--- src/rtl/core/bib_pkg.sv ---
// Shared types, codes and defaults of the backend instance balancer.
// No dependencies; every other file of the block but bib_ram imports this package.
`default_nettype none
package bib_pkg;

  localparam int unsigned SERVICES_DEF  = 32;
  localparam int unsigned INSTANCES_DEF = 64;

  localparam logic [2:0] CMD_REGISTER = 3'd0;
  localparam logic [2:0] CMD_UPDATE   = 3'd1;
  localparam logic [2:0] CMD_RESOLVE  = 3'd2;
  localparam logic [2:0] CMD_SELECT   = 3'd3;
  localparam logic [2:0] CMD_OPEN     = 3'd4;
  localparam logic [2:0] CMD_RELEASE  = 3'd5;

  localparam logic [1:0] POL_RR   = 2'd0;
  localparam logic [1:0] POL_RAND = 2'd1;
  localparam logic [1:0] POL_LR   = 2'd2;

  localparam logic [1:0] ST_OK   = 2'd0;
  localparam logic [1:0] ST_MISS = 2'd1;
  localparam logic [1:0] ST_FULL = 2'd2;

  localparam logic [15:0] CNT_MAX = 16'hFFFF;

  typedef struct packed {
    logic [2:0]  command;
    logic [4:0]  service;
    logic [47:0] endpoint;
    logic        healthy;
    logic [1:0]  policy;
    logic [31:0] probe_seed;
  } in_word_t;

  typedef struct packed {
    logic [1:0]  status;
    logic [5:0]  instance_res;
    logic [4:0]  new_service;
    logic [47:0] found_endpoint;
  } out_word_t;

  typedef struct packed {
    logic [47:0] endpoint;
    logic        healthy;
    logic [15:0] active;
  } inst_t;

  localparam int unsigned INST_W = $bits(inst_t);

  typedef enum logic [2:0] {
    SC_NONE,
    SC_UPD,
    SC_RES,
    SC_REL,
    SC_RR,
    SC_RND,
    SC_LR
  } scan_e;

  typedef enum logic [2:0] {
    S_IDLE,
    S_EXEC,
    S_MOD,
    S_RD,
    S_CHK,
    S_OUT
  } ctrl_state_e;

  typedef struct packed {
    logic load;
    logic init;
    logic mod_go;
    logic mod_ld;
    logic step;
    logic commit_hit;
    logic commit_end;
    logic emit;
  } dp_cmd_t;

  typedef struct packed {
    logic imm;
    logic need_mod;
    logic hit;
    logic last;
    logic mod_done;
  } dp_sts_t;

endpackage
`default_nettype wire

--- src/rtl/core/bib_ctrl.sv ---
// Controller state machine: handshakes and sequencing of the probe loop.
// Depends on bib_pkg.
`default_nettype none
module bib_ctrl (
  input  logic             clk_i,
  input  logic             rst_ni,
  input  logic             in_valid_i,
  output logic             in_ready_o,
  output logic             out_valid_o,
  input  logic             out_ready_i,
  input  bib_pkg::dp_sts_t sts_i,
  output bib_pkg::dp_cmd_t cmd_o
);
  import bib_pkg::*;

  ctrl_state_e state_q, state_d;
  logic        out_valid_q, out_valid_d;
  logic        out_free;

  assign out_free    = !out_valid_q || out_ready_i;
  assign out_valid_o = out_valid_q;

  always_ff @(posedge clk_i or negedge rst_ni) begin
    if (!rst_ni) begin
      state_q     <= S_IDLE;
      out_valid_q <= 1'b0;
    end else begin
      state_q     <= state_d;
      out_valid_q <= out_valid_d;
    end
  end

  always_comb begin
    state_d     = state_q;
    cmd_o       = '0;
    in_ready_o  = 1'b0;
    out_valid_d = out_valid_q && !out_ready_i;
    unique case (state_q)
      S_IDLE: begin
        in_ready_o = 1'b1;
        if (in_valid_i) begin
          cmd_o.load = 1'b1;
          state_d    = S_EXEC;
        end
      end
      S_EXEC: begin
        cmd_o.init = 1'b1;
        if (sts_i.imm) begin
          state_d = S_OUT;
        end else if (sts_i.need_mod) begin
          cmd_o.mod_go = 1'b1;
          state_d      = S_MOD;
        end else begin
          state_d = S_RD;
        end
      end
      S_MOD: begin
        if (sts_i.mod_done) begin
          cmd_o.mod_ld = 1'b1;
          state_d      = S_RD;
        end
      end
      S_RD: state_d = S_CHK;
      S_CHK: begin
        priority if (sts_i.hit) begin
          cmd_o.commit_hit = 1'b1;
          state_d          = S_OUT;
        end else if (sts_i.last) begin
          cmd_o.commit_end = 1'b1;
          state_d          = S_OUT;
        end else begin
          cmd_o.step = 1'b1;
          state_d    = S_RD;
        end
      end
      S_OUT: begin
        if (out_free) begin
          cmd_o.emit  = 1'b1;
          out_valid_d = 1'b1;
          state_d     = S_IDLE;
        end
      end
      default: state_d = S_IDLE;
    endcase
  end
endmodule
`default_nettype wire
--- config.mk ---
export PLATFORM = sky130hd
export DESIGN_NAME = bib_ctrl
export DESIGN_NICKNAME = d
export VERILOG_FILES = /design/src/rtl/core/bib_pkg.sv /design/src/rtl/core/bib_ctrl.sv
export SDC_FILE = /design/constraint.sdc
export NUM_CORES = 1
export LEC_CHECK = 0
export BUFFER_PORTS_ARGS = -buffer_cell sky130_fd_sc_hd__buf_2
export CAP_MARGIN = 20
export CORE_AREA = 10 10 47 49
export CTS_BUF_LIST = sky130_fd_sc_hd__clkbuf_8
export DETAILED_ROUTE_END_ITERATION = 8
export DIE_AREA = 0 0 57 59
export HOLD_SLACK_MARGIN = 0.08
export PLACE_DENSITY = 0.61
export REMOVE_ABC_BUFFERS = 1
export SLEW_MARGIN = 20
export SYNTH_ARGS = -nofsm -noshare
export SYNTH_HDL_FRONTEND = slang
export SYNTH_SLANG_ARGS = --single-unit
--- constraint.sdc ---
create_clock -name clk_i -period 1.5 [get_ports clk_i]
set_input_delay 0.375 -clock clk_i [delete_from_list [all_inputs] [get_ports clk_i]]
set_output_delay 0.375 -clock clk_i [all_outputs]
set_load 0.05 [all_outputs]
==> results of run 1 <==
[logic make-up (layout without fill, tap and decap cells)]
| group | count (synthesis) | count (layout) | share of synthesized area, % |
|---|---|---|---|
| buffers and inverters | 4 | 33 | 12.9 |
| AND/OR/NAND/NOR | 18 | 18 | 41.5 |
| flip-flops | 4 | 4 | 29.4 |
| AO/OA/AOI/OAI | 8 | 8 | 16.2 |
[per-layer routing]
layer  track usage [%]  wire, um  vias up
li1                  -         -      183
met1              5.52       389      168
met2              8.22       465       17
met3              4.29       114        5
met4              8.05        46        0
met5                 0         0        -
[critical path, stage by stage, from the launching register on]
cell and delay (ns):
dfrtp_1 0.36, nand2b_4 0.19, nor4b_4 0.27, buf_6 0.19
[area by class of cell]
class	count	area, um2
Clock buffer	3	41.3
Fill cell	140	758
Sequential cell	4	103
Inverter	1	3.75
Multi-Input combinational cell	26	248
Tap cell	16	20.0
Timing Repair Buffer	29	228
[stage by stage]
stage          TNS (ns)  cell area, um2
2_1_floorplan     -5.48             300
5_1_grt           -1.15             643
4_1_cts          -0.840             579
3_3_place_gp    -0.0275             463
3_5_place_dp    -0.0177             463
6_report         -0.656             643
[cell usage after synthesis]
| master | instances |
|---|---|
| dfrtp_1 | 4 |
| o21ai_0 | 2 |
| clkbuf_8 | 1 |
| a211o_1 | 1 |
| buf_8 | 1 |
| nor4_4 | 1 |
| buf_6 | 1 |
| inv_2 | 1 |
| a21oi_2 | 1 |
| nor3_1 | 3 |
| or2b_2 | 1 |
| a21oi_1 | 1 |
| nor2_1 | 3 |
| nor3b_1 | 3 |
| nor4b_1 | 1 |
| nand2b_4 | 2 |
| nand2_1 | 1 |
| nor3_2 | 1 |
| o21a_1 | 1 |
| nor4_1 | 1 |
| nand2b_1 | 1 |
| a211oi_1 | 1 |
| o21bai_1 | 1 |
[timing repair]
| item | 4_1_cts | 5_1_grt |
|---|---|---|
| resized for setup | 17 | 10 |
| setup buffers | 1 | 2 |
| pin swaps | 1 | 3 |
| endpoints found under the hold margin | 4 | 0 |
| endpoints found under the setup margin | 9 | 9 |
| hold buffers | 1 | 0 |
[worst max-delay path by stage]
stage | endpoint | startpoint | cells past startpoint
final | cmd_o[1] | state_q[1]$_DFFE_PN0P_ | 3
after detailed placement | cmd_o[5] | sts_i[4] | 4
after global routing | cmd_o[1] | state_q[1]$_DFFE_PN0P_ | 3
after CTS | cmd_o[7] | state_q[1]$_DFFE_PN0P_ | 4
after floorplan | cmd_o[1] | state_q[1]$_DFFE_PN0P_ | 2
after global placement | cmd_o[1] | state_q[2]$_DFFE_PN0P_ | 3
[sequential cells by signal, indices dropped and copies added (netlist names)]
register	flops
out_valid_o	1
state_q	3
[power by group through the flow]
stage | Combinational (mW) | Sequential [mW] | Clock, mW
floorplan | 0.458 | 0.292 | 0
global placement | 0.783 | 0.214 | 0
detailed placement | 0.789 | 0.216 | 0
CTS | 0.889 | 0.226 | 0.231
global route | 1.08 | 0.236 | 0.243
finish | 1.02 | 0.223 | 0.225
[cells in the final DEF (no fill, tap or decap)]
master,instances
dfrtp_2,2
buf_2,9
inv_2,1
or2b_2,1
buf_4,11
a211o_1,1
a21oi_2,1
nor3_2,3
dlygate4sd3_1,1
dfrtp_1,2
nor4b_4,1
nor2_1,3
o21ai_0,2
a21oi_1,1
clkbuf_8,3
nand2b_4,2
nand2b_1,1
o21a_1,1
nor3b_1,3
buf_6,8
a211oi_1,1
nor4_4,2
o21bai_1,1
nand2_1,1
nor3_4,1
==> results.cfg, run 1 <==
[cts]
clkTransAtPathRegs_ns = 0.03
cts_tree = yes
ctsRootBufferMaster = clkbuf_8
cts_made_buffers = 3
max-clock-path-buffers = 2
h-tree-depth = 1
clkSinkCount = 4
clkLatencyLatePin_ns = 0.22

[worst_setup_path]
arrival_ns = 1.23
reg2reg_from = state_q[2]$_DFFE_PN0P_
crit_path_end_kind = output pin
critPathLaunchType = flop
reg2reg_slack_ns = 0.33
required_ns = 1.12
path_class = flop to output pin
crit_fanout = 7
worstRegToRegCells = 4
r2r-end = state_q[0]$_DFFE_PN0P_

[yosys]
synth_area_um2 = 340
synth_warnings = 0
synth_area_leaders = dfrtp_1 29%, nand2b_4 8.1%, nor3b_1 6.6%
synth.top_cell.area_share_pct = 29.4
yosysSeqAreaShare_pct = 29.4
synth_largest_area_cell = dfrtp_1
postSynthCellCount = 34
avgSynthCellArea_um2 = 10.0
synth-seq-cells = 4
synth_cell_types = 23

[sta]
tightest_slew_ns = 0.254
timing.slew.headroom_pct = 83.2
skew_ns = 0.00216
slew_violations = 0
fmax_mhz = 622
postLayoutSetupSlackWorst_ns = -0.109
min_period_over_period_pct = 107
whs_ns = 0.499
hold_viol_final = 0
layout_min_cycle_time_ns = 1.61
rsz0062_at_grt = yes
setup_viol = 9

[pwr]
power_frac_comb_pct = 69.5
ir_drop_mv = 1.15
switching_share_pct = 48.7
power_density_mw_per_mm2 = 2280
power.internal_mw = 0.752
p_total_mw = 1.47
p_leak_nw = 0.288
switching_power_mw = 0.715
power.share.clock_pct = 15.3
seq_power_share_pct = 15.2

[die]
dieArea_mm2 = 0.00336
fp.dieW_um = 57
core_mm2 = 0.00140
start_util_pct = 24.3
row_count = 14
die_height_um = 59
ios = 19

[placed_design]
dpl.hpwl_um = 785
routabilityCongestion = 0.775
place_inst = 72
portBuffers = 18
place_ws_ns = -0.0119

[run_status]
outcome = finished with violations
failed_checks = negative setup slack

[finish]
final_layout_size_suffix_gt1_share_pct = 71.4
fin_nets = 74
n_antenna_cell = 0
final_util_pct = 45.9
syn_to_final_growth_pct = 89.0
instances_no_fill = 79

[route]
wirelength_mm = 1.02
drtPass1Iterations = 2
routedWlPerCell_um = 12.9
drtIter0Drc = 2
via_count = 373
drcViolationCount = 0
vias_per_cell = 4.72
detail-route-antenna-nets = 0

[global_routing]
grt_pass1_vias = 372
grt_max_degree = 9
grt_pass1_wl_mm = 1.54
grtUsageTotal_pct = 6.20
antenna_found_initial = 0
overflow = 0

[hold_path]
hp-class = input port to asynchronous set/reset pin

[run]
maxCapViolCount = 0
No activity file was read; power rests on OpenSTA's default activity.
==> inputs of run 2 (changes only) <==
--- a/config.mk
+++ b/config.mk
@@ -7,10 +7,10 @@
 export LEC_CHECK = 0
 export BUFFER_PORTS_ARGS = -buffer_cell sky130_fd_sc_hd__buf_2
 export CAP_MARGIN = 20
-export CORE_AREA = 10 10 47 49
+export CORE_AREA = 2 2 39 41
 export CTS_BUF_LIST = sky130_fd_sc_hd__clkbuf_8
 export DETAILED_ROUTE_END_ITERATION = 8
-export DIE_AREA = 0 0 57 59
+export DIE_AREA = 0 0 41 43
 export HOLD_SLACK_MARGIN = 0.08
 export PLACE_DENSITY = 0.61
 export REMOVE_ABC_BUFFERS = 1
==> results.cfg, run 2 (synthesis gave the netlist of run 1 again) <==
[run_status]
outcome = finished with violations
failed_checks = negative setup slack

[cts]
cts_made_buffers = 3
cts_tree = yes
clkSinkCount = 4
clkTransAtPathRegs_ns = 0.03
max-clock-path-buffers = 2
clkLatencyLatePin_ns = 0.22
ctsRootBufferMaster = clkbuf_8
h-tree-depth = 1

[route]
routedWlPerCell_um = 11.8
detail-route-antenna-nets = 0
drtPass1Iterations = 4
vias_per_cell = 4.76
drtIter0Drc = 4
drcViolationCount = 0
wirelength_um = 943
via_count = 381

[sta]
timing.slew.headroom_pct = 84.4
rsz0062_at_grt = yes
skew_ns = 0.00409
postLayoutSetupSlackWorst_ns = -0.108
fmax_mhz = 622
min_period_over_period_pct = 107
tightest_slew_ns = 0.232
fin_setup_tns_ns = -0.664
slew_violations = 0
layout_min_cycle_time_ns = 1.61
hold_viol_final = 0
setup_viol = 9

[finish]
n_antenna_cell = 0
syn_to_final_growth_pct = 94.1
final_cell_mix = 11 x buf_4, 9 x buf_2, 9 x buf_6
final_util_pct = 47.7
largest-register = state_q
final_common_cell = buf_4
fin_nets = 75
instances_no_fill = 80
fill_cells = 136
largest_reg_flops = 3
final_layout_size_suffix_gt1_share_pct = 73.4

[global_routing]
grt_pass1_vias = 358
grt_max_degree = 9
grtUsageTotal_pct = 13.0
overflow = 0
antenna_found_initial = 0
grt_pass1_wl_mm = 1.43

[die]
core_mm2 = 0.00138
ios = 19
die_height_um = 43
start_util_pct = 24.6
row_count = 14
dieArea_mm2 = 0.00176
fp.dieW_um = 41

[worst_setup_path]
max_stage_delay_ns = 0.36
arrival_ns = 1.23
path_class = flop to output pin
crit_chain = nand2b_4 > nor4b_2 > buf_4
reg2reg_slack_ns = 0.34
crit_path_end_kind = output pin
reg2reg_from = state_q[0]$_DFFE_PN0P_
worstRegToRegCells = 4
r2r-end = state_q[0]$_DFFE_PN0P_
crit_buf_inv = 1
crit_fanout = 6
cp_top_family = simple AND/OR/NAND/NOR gates
critPathLaunchType = flop
required_ns = 1.12
slowest_stage = dfrtp_1

[pwr]
power_density_mw_per_mm2 = 2300
p_leak_nw = 0.294
ir_drop_mv = 1.07
p_total_mw = 1.52

[placed_design]
routabilityCongestion = 0.764
dpl.hpwl_um = 626
portBuffers = 18
place_inst = 72

[run]
maxCapViolCount = 0

[hold_path]
hp-class = input port to asynchronous set/reset pin
## run 2: worst max-delay path by stage
stage	from	endpoint	slack, ns	cells past startpoint
after floorplan	state_q[1]$_DFFE_PN0P_	cmd_o[1]	-1.15	2
after global placement	state_q[2]$_DFFE_PN0P_	cmd_o[1]	0.01	3
after detailed placement	state_q[2]$_DFFE_PN0P_	cmd_o[1]	0.02	3
after CTS	state_q[1]$_DFFE_PN0P_	cmd_o[1]	-0.12	3
after global routing	state_q[1]$_DFFE_PN0P_	cmd_o[3]	-0.15	3
final	state_q[1]$_DFFE_PN0P_	cmd_o[1]	-0.11	3
## run 2: area by class of cell
cell class                      instances  area [um2]  area share, %
Clock buffer                            3        41.3           6.25
Multi-Input combinational cell         26         254           38.4
Inverter                                1        3.75          0.568
Timing Repair Buffer                   30         239           36.2
Sequential cell                         4         103           15.5
Tap cell                               16        20.0           3.03
## run 2: timing repair
item,in CTS,in global routing
hold buffers,1,0
hold endpoints to repair,4,0
buffers inserted,1,3
pin swaps,2,4
gates resized for setup,21,9
setup endpoints to repair,9,9
## run 2: metrics by stage
stage               instance area (um2)  setup slack (ns)  hold WS (ns)
floorplan                           300             -1.15        0.0794
global placement                    463           0.00990         0.182
detailed placement                  463            0.0169         0.184
CTS                                 597            -0.119         0.485
global route                        661            -0.149         0.505
finish                              661            -0.108         0.488
## run 2: where the power goes
| part | switching (mW) | internal (mW) |
|---|---|---|
| Combinational | 0.618 | 0.443 |
| Clock | 0.0601 | 0.171 |
| Sequential | 0.0619 | 0.163 |
## run 2: layer usage
| layer | part of all wire, % | track usage [%] | vias up |
|---|---|---|---|
| li1 | - | - | 184 |
| met1 | 39 | 12.7 | 175 |
| met2 | 51 | 19.7 | 18 |
| met3 | 6.5 | 4.71 | 4 |
| met4 | 3.6 | 12.0 | 0 |
| met5 | 0 | 0 | - |
==> inputs of run 3 (changes only) <==
==> constraint.sdc (replaced) <==
create_clock -name clk_i -period 1.6 [get_ports clk_i]
set_input_delay 0.4 -clock clk_i [delete_from_list [all_inputs] [get_ports clk_i]]
set_output_delay 0.4 -clock clk_i [all_outputs]
set_load 0.05 [all_outputs]
==> results.cfg, run 3 (synthesis gave the netlist of run 1 again) <==
[worst_setup_path]
required_ns = 1.20
cp_common_cell = buf_6
crit_fanout = 4
critPathLaunchType = flop
max_stage_delay_ns = 0.44
arrival_ns = 1.22
slowest_stage = dfrtp_2
crit_path_end_kind = output pin
crit_chain = buf_6 > nor4_4 > buf_6
path_class = flop to output pin

[finish]
largest-register = state_q
final_layout_size_suffix_gt1_share_pct = 73.8
largest_reg_flops = 3
n_antenna_cell = 0
fin_nets = 72
syn_to_final_growth_pct = 89.7
final_cell_mix = 9 x buf_2, 9 x buf_6, 8 x buf_4

[run_status]
failed_checks = negative setup slack
outcome = finished with violations

[sta]
hold_viol_final = 0
rsz0062_at_grt = yes
fmax_mhz = 616
setup_viol = 2
whs_ns = 0.517
min_period_over_period_pct = 101
tightest_slew_ns = 0.231
timing.slew.headroom_pct = 84.5
skew_ns = 0.00114
layout_min_cycle_time_ns = 1.62
slew_violations = 0
postLayoutSetupSlackWorst_ns = -0.0229
fin_setup_tns_ns = -0.0300

[die]
row_count = 14
start_util_pct = 24.6
fp.dieW_um = 41
core_mm2 = 0.00138
ios = 19
dieArea_mm2 = 0.00176
die_height_um = 43

[route]
drcViolationCount = 0
wirelength_um = 870
detail-route-antenna-nets = 0
drtPass1Iterations = 4
routedWlPerCell_um = 11.3
via_count = 368
drtIter0Drc = 3
vias_per_cell = 4.78

[global_routing]
grt_pass1_vias = 340
antenna_found_initial = 0
grtUsageTotal_pct = 10.5
grt_max_degree = 9
overflow = 0
grt_pass1_wl_mm = 1.21

[pwr]
power_density_mw_per_mm2 = 2120
p_leak_nw = 0.283
ir_drop_mv = 0.789

[placed_design]
dpl.hpwl_um = 611
routabilityCongestion = 0.721
portBuffers = 18

[cts]
clkTransAtPathRegs_ns = 0.03
ctsRootBufferMaster = clkbuf_8
clkLatencyLatePin_ns = 0.21
max-clock-path-buffers = 2
clkSinkCount = 4
cts_made_buffers = 3
h-tree-depth = 1
cts_tree = yes

[hold_path]
hp-class = input port to asynchronous set/reset pin

[run]
maxCapViolCount = 0
==> run 3: worst max-delay path: cells and delay by family (launching register included) <==
| kind | cells | cell delay (ns) |
|---|---|---|
| flops | 1 | 0.44 |
| buf+inv | 2 | 0.34 |
| simple gates | 1 | 0.23 |
==> run 3: where the power goes <==
| part | switching [mW] | leakage (nW) | total, mW | internal (mW) |
|---|---|---|---|---|
| registers | 0.0592 | 0.0487 | 0.212 | 0.153 |
| clock network | 0.0479 | 0.0216 | 0.208 | 0.160 |
| logic | 0.567 | 0.213 | 0.947 | 0.380 |
==> run 3: timing repair <==
action	in CTS	in global routing
endpoints found under the hold margin	4	0
hold buffers	1	0
endpoints found under the setup margin	8	9
setup buffers	2	1
gates resized for setup	17	15
pin swaps	1	2
==> run 3: through the flow <==
stage	cells	instance area [um2]	util (%)	worst slack, ns	total power, mW
5_1_grt	77	646	46.7	-0.0762	1.45
6_report	77	646	46.7	-0.0229	1.37
2_1_floorplan	31	300	-	-1.07	0.702
3_5_place_dp	70	448	32.4	0.0486	0.919
3_3_place_gp	70	448	32.4	0.0443	0.911
4_1_cts	76	573	41.4	-0.0393	1.24
==> run 3: path summary, 6_finish.rpt <==
check | from | endpoint | slack [ns] | depth (start not counted)
min reg2reg | state_q[1]$_DFFE_PN0P_ | out_valid_o$_DFF_PN0_ | 0.69 | 2
max in group asynchronous | rst_ni | state_q[0]$_DFFE_PN0P_ | 0.95 | 2
min | rst_ni | state_q[1]$_DFFE_PN0P_ | 0.52 | 2
min in group clk_i | sts_i[4] | state_q[2]$_DFFE_PN0P_ | 0.55 | 4
max reg2reg | state_q[1]$_DFFE_PN0P_ | state_q[0]$_DFFE_PN0P_ | 0.45 | 4
max | state_q[0]$_DFFE_PN0P_ | cmd_o[3] | -0.02 | 3
==> run 3: area by class of cell <==
cell class              instances  area [um2]
clock buffers                   3        41.3
fillers                       141         738
inverters                       1        3.75
multi-input cells              26         262
flip-flops and latches          4         103
well taps                      16        20.0
repair buffers                 27         216
==> run 3: layer usage <==
| layer | up-vias | track usage (%) | wire, um |
|---|---|---|---|
| met5 | - | 0 | 0 |
| met2 | 16 | 17.8 | 480 |
| li1 | 181 | - | - |
| met4 | 0 | 8.00 | 0 |
| met3 | 0 | 3.14 | 55 |
| met1 | 171 | 9.54 | 333 |
